### src/rtl/csrt_div.sv
// ----------------------------------------------------------------------------
// csrt_div
// Unsigned restoring divider, one quotient bit per cycle, sticky overflow
// for quotient bits above Q_W.
// ----------------------------------------------------------------------------
module csrt_div #(
	parameter int NUM_W = 32,
	parameter int DEN_W = 8,
	parameter int Q_W   = 32
) (
	input  logic             clk,
	input  logic             arst_n,
	input  logic             start,
	input  logic [NUM_W-1:0] num,
	input  logic [DEN_W-1:0] den,
	output logic             done,
	output logic [Q_W-1:0]   quot,
	output logic             ovf,
	output logic [DEN_W-1:0] rem
);

	localparam int CNT_W = $clog2(NUM_W + 1);

	logic [NUM_W-1:0] num_q;
	logic [DEN_W-1:0] den_q;
	logic [DEN_W-1:0] rem_q;
	logic [Q_W-1:0]   quot_q;
	logic             ovf_q;
	logic [CNT_W-1:0] cnt_q;
	logic             run_q;
	logic             done_q;
	logic [DEN_W:0]   partial;
	logic             ge;
	logic [DEN_W:0]   diff;

	assign partial = {rem_q, num_q[NUM_W-1]};
	assign ge      = partial >= {1'b0, den_q};
	assign diff    = partial - {1'b0, den_q};

	always_ff @(posedge clk or negedge arst_n) begin
		if (!arst_n) begin
			run_q  <= 1'b0;
			done_q <= 1'b0;
			cnt_q  <= '0;
		end else begin
			done_q <= 1'b0;
			if (start) begin
				run_q <= 1'b1;
				cnt_q <= '0;
			end else if (run_q) begin
				cnt_q <= cnt_q + 1'b1;
				if (cnt_q == CNT_W'(NUM_W - 1)) begin
					run_q  <= 1'b0;
					done_q <= 1'b1;
				end
			end
		end
	end

	always_ff @(posedge clk) begin
		if (start) begin
			num_q  <= num;
			den_q  <= den;
			rem_q  <= '0;
			quot_q <= '0;
			ovf_q  <= 1'b0;
		end else if (run_q) begin
			num_q  <= {num_q[NUM_W-2:0], 1'b0};
			rem_q  <= ge ? diff[DEN_W-1:0] : partial[DEN_W-1:0];
			quot_q <= {quot_q[Q_W-2:0], ge};
			ovf_q  <= ovf_q | quot_q[Q_W-1];
		end
	end

	assign done = done_q;
	assign quot = quot_q;
	assign ovf  = ovf_q;
	assign rem  = rem_q;

endmodule

### config.mk
export PLATFORM = sky130hd
export DESIGN_NAME = csrt_div
export DESIGN_NICKNAME = d
export VERILOG_FILES = /design/src/rtl/csrt_div.sv
export SDC_FILE = /design/constraint.sdc
export NUM_CORES = 1
export LEC_CHECK = 0
export ABC_CLOCK_PERIOD_IN_PS = 2100
export BUFFER_PORTS_ARGS = -buffer_cell sky130_fd_sc_hd__buf_2
export CORE_MARGIN = 2
export CORE_UTILIZATION = 54
export DETAILED_ROUTE_END_ITERATION = 8
export GPL_TIMING_DRIVEN = 0
export PLACE_DENSITY = 0.8
export RECOVER_POWER = 50
export SLEW_MARGIN = 10
export SYNTH_ARGS = -nofsm -noshare
export SYNTH_HDL_FRONTEND = slang
export SYNTH_SLANG_ARGS = --single-unit
### constraint.sdc
create_clock -name clk -period 2.1 [get_ports clk]
set_input_delay 0.42 -clock clk [delete_from_list [all_inputs] [get_ports clk]]
set_output_delay 0.42 -clock clk [all_outputs]
set_load 0.05 [all_outputs]
==> flow_metrics.env <==
export IMPL_crit_type="register to register"
export IMPL_synth_async_reset_ratio_pct=8.99
export IMPL_worstPathArrival_ns=2.30
export IMPL_maxCapViolCount=0
export IMPL_drv_slew=0
export IMPL_synth_area_per_cell_um2=12.0
export IMPL_slew_headroom_pct=48.4
export IMPL_grt_pass1_wl_um=12500
export IMPL_cts_tree="yes"
export IMPL_synth_edf_count=40
export IMPL_final_setup_worst_slack_ns=0.0594
export IMPL_ys_seq_area_share_pct=57.0
export IMPL_die_x_um=88.9
export IMPL_ys_types=44
export IMPL_power_density_mw_per_mm2=932
export IMPL_drc=0
export IMPL_num_fill_cells=589
export IMPL_post_drt_wl_per_cell_um=15.3
export IMPL_drive_above_1_share_pct=28.0
export IMPL_synthTopCellsByArea="edfxtp_1 31%, dfxtp_1 21%, mux2i_1 9.2%"
export IMPL_yosys_most_used_dff="dfxtp_1"
export IMPL_clock_skew_ns=0.00981
export IMPL_period_needed_ns=2.04
export IMPL_wl_met1_um=3500
export IMPL_worstHoldPathType="primary input to register"
export IMPL_wl_met2_um=4110
export IMPL_power_mw=4.37
export IMPL_htree_num_levels=3
export IMPL_crit_top_cell="a211o_1"
export IMPL_crit_fanout=7
export IMPL_yosys_area_top_type="edfxtp_1"
export IMPL_gr_total_overflow=0
export IMPL_gp_congestion=0.874
export IMPL_end_kind="register"
export IMPL_wl_met3_um=332
export IMPL_place_ws_ns=-0.580
export IMPL_dpl_cell_area_mm2=0.00444
export IMPL_highest_signal_layer="met4"
export IMPL_portBuffers=84
export IMPL_rsz0062_at_grt="true"
export IMPL_hold_viol=0
export IMPL_antenna_found_initial=0
export IMPL_antenna_left=0
export IMPL_power_leakage_nw=2.09
export IMPL_vias=2750
export IMPL_cts_clk_slew_worst_paths_ns=0.09
export IMPL_slowest_stage="dfxtp_1"
export IMPL_first_global_vias=2705
export IMPL_wl_um=8040
export IMPL_start_kind="register"
export IMPL_vias_per_cell=5.25
export IMPL_synth_common_cells="48 x nor2_1, 41 x dfxtp_1, 40 x edfxtp_1, 36 x mux2i_1, 31 x mux2_2"
export IMPL_grt_max_degree=33
export IMPL_row_count=30
export IMPL_post_synth_top_count_cell="nor2_1"
export IMPL_crit_chain="ha_1 -> a21o_1 -> a211o_1 -> a211o_1 -> buf_6 -> mux2i_1 -> a211oi_1"
export IMPL_clockBufferDepth=2
export IMPL_ir_drop_mv=0.573
export IMPL_die_area_mm2=0.00791
export IMPL_core_area_mm2=0.00691
export IMPL_hpwl_um=5610
export IMPL_clk_latency_ns=0.35
export IMPL_io_pins=85
export IMPL_utilization_pct=67.9
export IMPL_max_stage_delay_ns=0.37
export IMPL_worst_ep_required_time_ns=2.36
export IMPL_status="completed"
export IMPL_critPathBufInv=1
export IMPL_dieHeight_um=88.9
export IMPL_nNetsFinal=476
export IMPL_cts_sinks=89
export IMPL_critical_path_top_delay_family="compound AO/OA/AOI/OAI gates"
export IMPL_layout_area_overhead_vs_synth_pct=20.4
export IMPL_dp_cells=506
export IMPL_worstMarginPinSlew_ns=0.771
export IMPL_syn_nets=379
export IMPL_firstDrtPassIters=4
export IMPL_grt_total_usage_pct=20.9
export IMPL_yosys_warnings=0
export IMPL_drt_iter0_drc=119
export IMPL_cts_root_buf="clkbuf_8"
export IMPL_syn_area_mm2=0.00390
export IMPL_ys_seq_elements=89
export IMPL_start_util_pct=56.4
export IMPL_post_route_cell_area_mm2=0.00469
export IMPL_fin_cells=524
export IMPL_max_clock_freq_ghz=0.490
export IMPL_cts_made_buffers=9
export IMPL_synthCells=326
export IMPL_synth_top_cell_area_share_pct=30.8
export IMPL_diodes=0
export IMPL_setup_violations=0
export IMPL_fin_crit_sh_pct=97.2
-- worst paths after layout --
check / endpoint / slack, ns / from / cells past startpoint
max: rem[4] / 0.06 / rem[4] / 7
min: den_q[4] / 0.24 / den[4] / 1
max reg2reg: rem[4] / 0.06 / rem[4] / 7
min reg2reg: ovf / 0.51 / ovf / 2
max in group asynchronous: cnt_q[2] / 1.28 / arst_n / 2
min in group asynchronous: cnt_q[0] / 0.52 / arst_n / 2
-- metrics by stage --
step                      TNS, ns  hold WS [ns]
after floorplan                 0         0.124
after global placement     -17.07         0.269
after detailed placement   -20.54         0.272
after CTS                       0         0.225
after global routing      -0.0358         0.207
final                           0         0.238
-- registers in the layout, summed over array words and instances (netlist names) --
| signal | count |
|---|---|
| ovf | 1 |
| run_q | 1 |
| rem | 8 |
| den_q | 8 |
| cnt_q | 6 |
| num_q | 32 |
| done | 1 |
| quot | 32 |
-- layout by cell type (no fill, tap or decap), types with 4 or more instances in the layout --
cell       n
edfxtp_1  40
a21oi_1    4
dfxtp_2    4
buf_1      4
buf_2     51
o21ai_0    4
dfxtp_1   37
inv_1     14
a211oi_1   5
mux2i_1   36
clkbuf_8   9
xor2_1     5
nand2_1   13
clkbuf_1  44
dfrtp_1    8
mux2_2    31
a21oi_2    4
nor2_1    48
ha_1       6
-- cell type report --
| cell class | count | area (um^2) | share of cell area, % |
|---|---|---|---|
| Buffer | 16 | 70.1 | 1.49 |
| Sequential cell | 89 | 2230 | 47.5 |
| Tap cell | 96 | 120 | 2.56 |
| Multi-Input combinational cell | 206 | 1650 | 35.2 |
| Clock buffer | 9 | 124 | 2.64 |
| Clock inverter | 7 | 47.5 | 1.01 |
| Inverter | 15 | 56.3 | 1.20 |
| Timing Repair Buffer | 86 | 394 | 8.40 |
-- cells by family (layout without fill, tap and decap cells) --
logic type                 Yosys count  count (layout)  synth area share, %
DFF                                 89              89                 57.0
and+or+nand+nor                     87              87                 10.0
muxes                               67              67                 18.2
AOI/OAI and AO/OA                   34              34                 6.26
buffers and inverters               31             133                 3.28
adders and majority gates           10              10                 3.40
xor gates and xnor gates             8               8                 1.80
-- where the power goes --
| group | internal (mW) | switching [mW] | total [mW] |
|---|---|---|---|
| Clock | 0.425 | 0.606 | 1.03 |
| Combinational | 0.502 | 0.760 | 1.26 |
| Sequential | 1.97 | 0.115 | 2.08 |
-- what timing repair did --
item                       in CTS  in global routing
setup endpoints to repair      35                  8
hold endpoints to repair        8                  0
resized for setup               2                 18
hold buffers                    1                  0
buffers inserted                0                  1
pin swaps                       1                  9
-- worst reg2reg max path, cell delays in order, from the launching register on --
cell      delay (ns)
dfxtp_1         0.37
ha_1            0.31
a21o_1          0.21
a211o_1         0.34
a211o_1         0.25
buf_6           0.14
mux2i_1         0.12
a211oi_1        0.22
-- per-layer routing --
layer	vias to the layer above	track usage, %
met4	0	6.92
met2	64	34.7
met5	-	0
met1	1324	26.9
li1	1350	-
met3	12	5.72
Power figures use the tool's default switching activity.
