[src/rtl/csrt_ram.sv]
// ----------------------------------------------------------------------------
// csrt_ram
// Generic single write port RAM with registered read.
// ----------------------------------------------------------------------------
module csrt_ram #(
	parameter int WIDTH = 64,
	parameter int DEPTH = 8
) (
	input  logic                     clk,
	input  logic                     we,
	input  logic [$clog2(DEPTH)-1:0] waddr,
	input  logic [WIDTH-1:0]         wdata,
	input  logic [$clog2(DEPTH)-1:0] raddr,
	output logic [WIDTH-1:0]         rdata
);

	logic [WIDTH-1:0] mem [DEPTH];

	always_ff @(posedge clk) begin
		if (we) begin
			mem[waddr] <= wdata;
		end
		rdata <= mem[raddr];
	end

endmodule

[config.mk]
export PLATFORM = sky130hd
export DESIGN_NAME = csrt_ram
export DESIGN_NICKNAME = d
export VERILOG_FILES = /design/src/rtl/csrt_ram.sv
export SDC_FILE = /design/constraint.sdc
export NUM_CORES = 1
export LEC_CHECK = 0
export BUFFER_PORTS_ARGS = -buffer_cell sky130_fd_sc_hd__buf_2
export CAP_MARGIN = 40
export CORE_AREA = 10 10 207 209
export CTS_CLUSTER_DIAMETER = 60
export DETAILED_ROUTE_END_ITERATION = 10
export DIE_AREA = 0 0 217 219
export GPL_TIMING_DRIVEN = 0
export HOLD_SLACK_MARGIN = 0.06
export PLACE_DENSITY_LB_ADDON = 0.15
export SLEW_MARGIN = 20
export SYNTH_ARGS = -nofsm -noshare
export SYNTH_HDL_FRONTEND = slang
export SYNTH_SLANG_ARGS = --single-unit
[constraint.sdc]
create_clock -name clk -period 5.35 [get_ports clk]
set_clock_uncertainty 0.15 [all_clocks]
set_input_delay 0.2675 -clock clk [delete_from_list [all_inputs] [get_ports clk]]
set_output_delay 0.2675 -clock clk [all_outputs]
set_load 0.02 [all_outputs]
==> run summary, run 1 <==
cell total after placement: 1,498
combinational share of power: 0.063
Net Sw Frac: 0.201
Seq pwr share: 0.530
Antenna Violating Nets Remaining: 0
cts hold-fix bufs: 67
synthesized net count: 888
Reg clk slew, reported paths: 0.06 ns
GP Congestion: 0.674
Port Buffer Count: 132
area of the core: 38,600 sq um
Peak VDD IR: 250 uV
Via Count: 9,125
first-pass GRT wire length: 61.7 mm
wirelength, routed: 40.0 mm
global route overflow: 0
register bit count reported by yosys: 576
initial antenna violation count: 1
Least-Margin Pin Slew: 0.836 ns
Mapped Avg Cell Area: 25.2 sq um
status: complete, no violations
CP Launch Type: input port
Die X: 217 um
Max Cap Violations: 0
Die H: 219 um
vias in the first global route: 9,951
unrepaired setup endpoints after global routing: no
power after layout: 9.68 mW
Rows: 72
Power Density: 385 nW/um^2
cts repair resizes: 0
internal power: 7.73 mW
Longest Clk Path Bufs: 3
fin. max-slew vios: 0
clock sinks: 576
synth-to-layout area growth: 22.3%
Hold WC Path Type: input port to register
Routed WL per cell: 23.9 um
post-route minimum period: 2.17 ns
Post-CTS Setup Bufs: 0
Seq/Total Area, Yosys: 0.811
Gate Count Post-Synth: 816
DRT Pass-1 Iters: 5
synthesized area: 20,500 sq um
CP Capture Type: register
Yosys warning total: 0
TritonCTS Buffers: 55
Die Area: 47,500 sq um
nets@finish: 1,176
initial drt markers: 660
Starting Density: 0.533
Max Clk Rate: 461 MHz
post-synthesis cell type count: 13
final worst-path cycle share: 0.405
Final Non-Filler Cells: 1,670
CP max FO: 11
Root Driver: clkbuf_16
Post-route DRC: 0
count of final setup violators: 0
Leak Pwr: 8.41 nW
largest net degree at the start of global routing: 21
# IOs: 136
HPWL Detailed: 24.9 mm
commonest non-fill, non-tap cells in the layout: edfxtp_1, buf_2, mux4_2
CTS tree: done
DR vias/cell: 5.46
Max H-tree Level: 2
commonest non-fill, non-tap cell in the layout: edfxtp_1
GRT Overall Usage: 0.172
Slew HR: 0.443
WP data required: 5.51 ns
Clk pwr share: 0.407
P_sw: 1.95 mW
CP Data Arrival Time: 2.33 ns
final hold viol count: 0
share of layout cells above drive strength 1: 0.401
critical path class: input port to register
Clock Latency Late Sink: 0.59 ns
## logic make-up (layout without fill, tap and decap cells)
family | Yosys count | after routing | synth area share
flip-flops | 576 | 576 | 0.811
buffers and inverters | 35 | 370 | 0.0111
AND/OR/NAND/NOR | 13 | 13 | 0.00286
other | 0 | 1 | 0
multiplexers | 192 | 192 | 0.175
## power groups by stage
stage	logic [mW]	clock network, mW	registers [mW]
3_5_place_dp	0.581	0	5.22
2_1_floorplan	0.266	0	5.28
5_1_grt	0.656	4.22	5.14
6_report	0.610	3.94	5.13
4_1_cts	0.624	4.03	5.13
3_3_place_gp	0.538	0	5.23
## worst max-delay path, cell delays in order
cell and delay [ns]:
dlygate4sd3_1 0.55, buf_2 0.18, nor3_4 0.55, buf_8 0.24
buf_8 0.18, buf_8 0.17, buf_8 0.16
## layer usage
metal / part of all wire / global-route usage / wire length, um
met4: 0.021 / 0.0552 / 827
met1: 0.42 / 0.228 / 16900
met5: 0 / 0 / 0
met2: 0.51 / 0.286 / 20500
met3: 0.044 / 0.0309 / 1750
## stage by stage
| step | setup slack, ns | TNS (ns) | cell area (sq um) | hold WS [ns] | util |
|---|---|---|---|---|---|
| floorplan | 1.56 | 0 | 20600 | 0.216 | - |
| global placement | -1.61 | -652.93 | 21900 | 0.385 | 0.567 |
| detailed placement | 2.86 | 0 | 22600 | 0.383 | 0.586 |
| CTS | 3.19 | 0 | 25100 | 0.0612 | 0.652 |
| global route | 3.11 | 0 | 25100 | 0.101 | 0.652 |
| finish | 3.18 | 0 | 25100 | 0.0876 | 0.652 |
## flip-flops by register name, indices dropped and copies added (netlist names)
signal	cells
mem	512
rdata	64
## worst paths after layout
check | start | end | slack, ns | cells past startpoint
max | waddr[1] | mem[0][61] | 3.18 | 7
min | raddr[0] | rdata[2] | 0.09 | 3
max reg2reg | mem[5][35] | rdata[35] | 3.92 | 2
min reg2reg | mem[6][43] | rdata[43] | 0.53 | 2
## cells in the mapped netlist
| cell type | number | area, sq um |
|---|---|---|
| clkbuf_1 | 9 | 33.8 |
| edfxtp_1 | 512 | 15400 |
| dfxtp_1 | 64 | 1280 |
| buf_4 | 3 | 22.5 |
| nand2_1 | 2 | 7.51 |
| mux2_2 | 64 | 721 |
| nor2_1 | 6 | 22.5 |
| buf_1 | 9 | 33.8 |
| buf_2 | 3 | 15.0 |
| buf_6 | 11 | 124 |
| nand2b_1 | 3 | 18.8 |
| nor3_1 | 2 | 10.0 |
| mux4_2 | 128 | 2880 |
## cell type report
cell class	count	area [sq um]
antenna	1	2.50
clock buffer	87	1620
buffer	35	229
tap	518	648
fill	2560	13400
clock inverter	17	248
sequential	576	16700
timing repair buffer	231	2010
multi-input combinational	205	3730
(Power assumes the default switching activity.)
==> run 2: changes to the inputs <==
--- a/config.mk
+++ b/config.mk
@@ -7,10 +7,10 @@
 export LEC_CHECK = 0
 export BUFFER_PORTS_ARGS = -buffer_cell sky130_fd_sc_hd__buf_2
 export CAP_MARGIN = 40
-export CORE_AREA = 10 10 207 209
+export CORE_AREA = 10 10 205 207
 export CTS_CLUSTER_DIAMETER = 60
 export DETAILED_ROUTE_END_ITERATION = 10
-export DIE_AREA = 0 0 217 219
+export DIE_AREA = 0 0 215 217
 export GPL_TIMING_DRIVEN = 0
 export HOLD_SLACK_MARGIN = 0.06
 export PLACE_DENSITY_LB_ADDON = 0.15
==> constraint.sdc (replaced) <==
create_clock -name clk -period 2 [get_ports clk]
set_clock_uncertainty 0.15 [all_clocks]
set_input_delay 0.1 -clock clk [delete_from_list [all_inputs] [get_ports clk]]
set_output_delay 0.1 -clock clk [all_outputs]
set_load 0.02 [all_outputs]
==> run 2 against run 1 <==
  * Sequential share of layout area barely moved
  * Via count up 0.57%
  * Clock power increased to 2.5 times the previous value
  * Non-clock buffer count rose by 8
  * Sequential cell count did not move
  * Design area about the same
  * Critical path type unchanged
==> run summary, run 2 (synthesis results as in run 1) <==
status: complete, no violations
Post-route DRC: 0 (unchanged)
CTS tree: done
wirelength, routed: 40.4 mm (+1.2%)
critical path class: input port to register
Longest Clk Path Bufs: 3 (unchanged)
first-pass GRT wire length: 61.9 mm (+0.31%)
flop-to-flop setup slack: 0.10 ns (-3.82 ns)
synth-to-layout area growth: 22.4% (about the same)
Net Sw Frac: 0.201 (-0.000313)
Via Count: 9,177 (+0.57%)
Port Buffer Count: 132 (unchanged)
TritonCTS Buffers: 55 (unchanged)
count of final setup violators: 0 (unchanged)
HPWL Detailed: 24.8 mm (-0.38%)
CP max FO: 17 (+6)
Root Driver: clkbuf_16
Worst Slack Setup Final: 0.0823 ns (-3.10 ns)
area of the core: 38,100 sq um (-1.2%)
Reg clk slew, reported paths: 0.06 ns (about the same)
post-route minimum period: 1.92 ns
Post-CTS Setup Bufs: 0 (unchanged)
commonest non-fill, non-tap cells in the layout: edfxtp_1, buf_2, mux4_2
largest net degree at the start of global routing: 20 (-4.8%)
Slew HR: 0.468 (+0.0252)
Clock Latency Late Sink: 0.57 ns (-0.02 ns)
combinational share of power: 0.066 (+0.003)
Seq pwr share: 0.544 (+0.014)
Worst Hold Slack: 0.172 ns (+0.0848 ns)
Post-DP Area: 22,700 sq um (+0.29%)
final worst-path cycle share: 0.959
Peak VDD IR: 737 uV (+190%)
Final Non-Filler Cells: 1,675 (+0.30%)
final instance area: 25,100 sq um (about the same)
Die X: 215 um (-0.92%)
post-place setup slack: -0.0433 ns (-2.90 ns)
initial antenna violation count: 1 (unchanged)
Die Area: 46,700 sq um (-1.8%)
global route overflow: 0 (unchanged)
Largest regs: mem: 512 flops, rdata: 64 flops
CP Data Arrival Time: 2.04 ns (-0.29 ns)
setup TNS: 0 ns (unchanged)
power after layout: 25.2 mW (+160%)
Biggest register: mem
Die H: 217 um (-0.91%)
internal power: 20.2 mW (+160%)
DRT Pass-1 Iters: 5 (unchanged)
Least-Margin Pin Slew: 0.798 ns (-0.0378 ns)
share of layout cells above drive strength 1: 0.398 (-0.00347)
cell total after placement: 1,500 (+0.13%)
Max H-tree Level: 2 (unchanged)
unrepaired setup endpoints after global routing: no
commonest non-fill, non-tap cell in the layout: edfxtp_1
Final Util: 0.660 (+0.00787)
clock sinks: 576 (unchanged)
final hold viol count: 0 (unchanged)
Power Density: 1000 nW/um^2 (+160%)
Starting Density: 0.539 (+0.00630)
WP data required: 2.12 ns (-3.39 ns)
GRT Overall Usage: 0.174 (+0.00216)
Hold WC Path Type: input port to register
number of flip-flops in the largest register: 512 (unchanged)
Routed WL per cell: 24.1 um (+0.90%)
CP Capture Type: register
Max Clk Rate: 521 MHz
nets@finish: 1,184 (+0.68%)
Max Cap Violations: 0 (unchanged)
fin. max-slew vios: 0 (unchanged)
initial drt markers: 739 (+12%)
Leak Pwr: 8.40 nW (about the same)
GP Congestion: 0.649 (-3.7%)
vias in the first global route: 9,817 (-1.3%)
CP Launch Type: input port
DR vias/cell: 5.48 (+0.27%)
P_sw: 5.07 mW (+160%)
Clk pwr share: 0.390 (-0.017)
Rows: 72 (unchanged)
fill count: 2,465 (-3.7%)
Antenna Violating Nets Remaining: 0 (unchanged)
# IOs: 136 (unchanged)
## run 2: layout make-up
| class | instances | area (sq um) | share of cell area |
|---|---|---|---|
| clock inverter | 6 | 26.3 | 0.00104 |
| timing repair buffer | 239 | 2110 | 0.0839 |
| multi-input combinational | 205 | 3750 | 0.149 |
| clock buffer | 95 | 1720 | 0.0684 |
| buffer | 35 | 229 | 0.00911 |
| sequential | 576 | 16700 | 0.662 |
| tap | 518 | 648 | 0.0258 |
| antenna | 1 | 2.50 | 0.0000995 |
## run 2: worst paths after layout
path               from  cells after the start          to
max            waddr[1]                      6  mem[5][17]
min            raddr[2]                      3   rdata[63]
max reg2reg   mem[7][0]                      3    rdata[0]
min reg2reg  mem[6][34]                      2   rdata[34]
## run 2: repair_timing
action | 4_1_cts | 5_1_grt
endpoints found under the hold margin | 677 | 30
hold buffers | 71 | 2
gates resized for setup | 0 | 0
setup endpoints to repair | 0 | 3
## run 2: power groups by stage
stage	Clock (mW)	Sequential [mW]	Combinational, mW
detailed placement	0	14.0	1.57
global route	10.6	13.7	1.78
global placement	0	14.0	1.46
CTS	10.1	13.7	1.70
finish	9.85	13.7	1.66
floorplan	0	14.1	0.720
## run 2: per-layer routing
metal  vias to the layer above  share of wire  global-route usage
met3                        59          0.047              0.0290
li1                       4055              -                   -
met2                       218           0.51               0.290
met4                         0          0.021              0.0495
met1                      4845           0.43               0.236
met5                         -              0                   0
## run 2: worst max-delay path: stages
cell and delay (ns):
dlygate4sd3_1 0.55, buf_2 0.18, nand2b_1 0.24, nor2_4 0.50, buf_12 0.27, buf_16 0.17
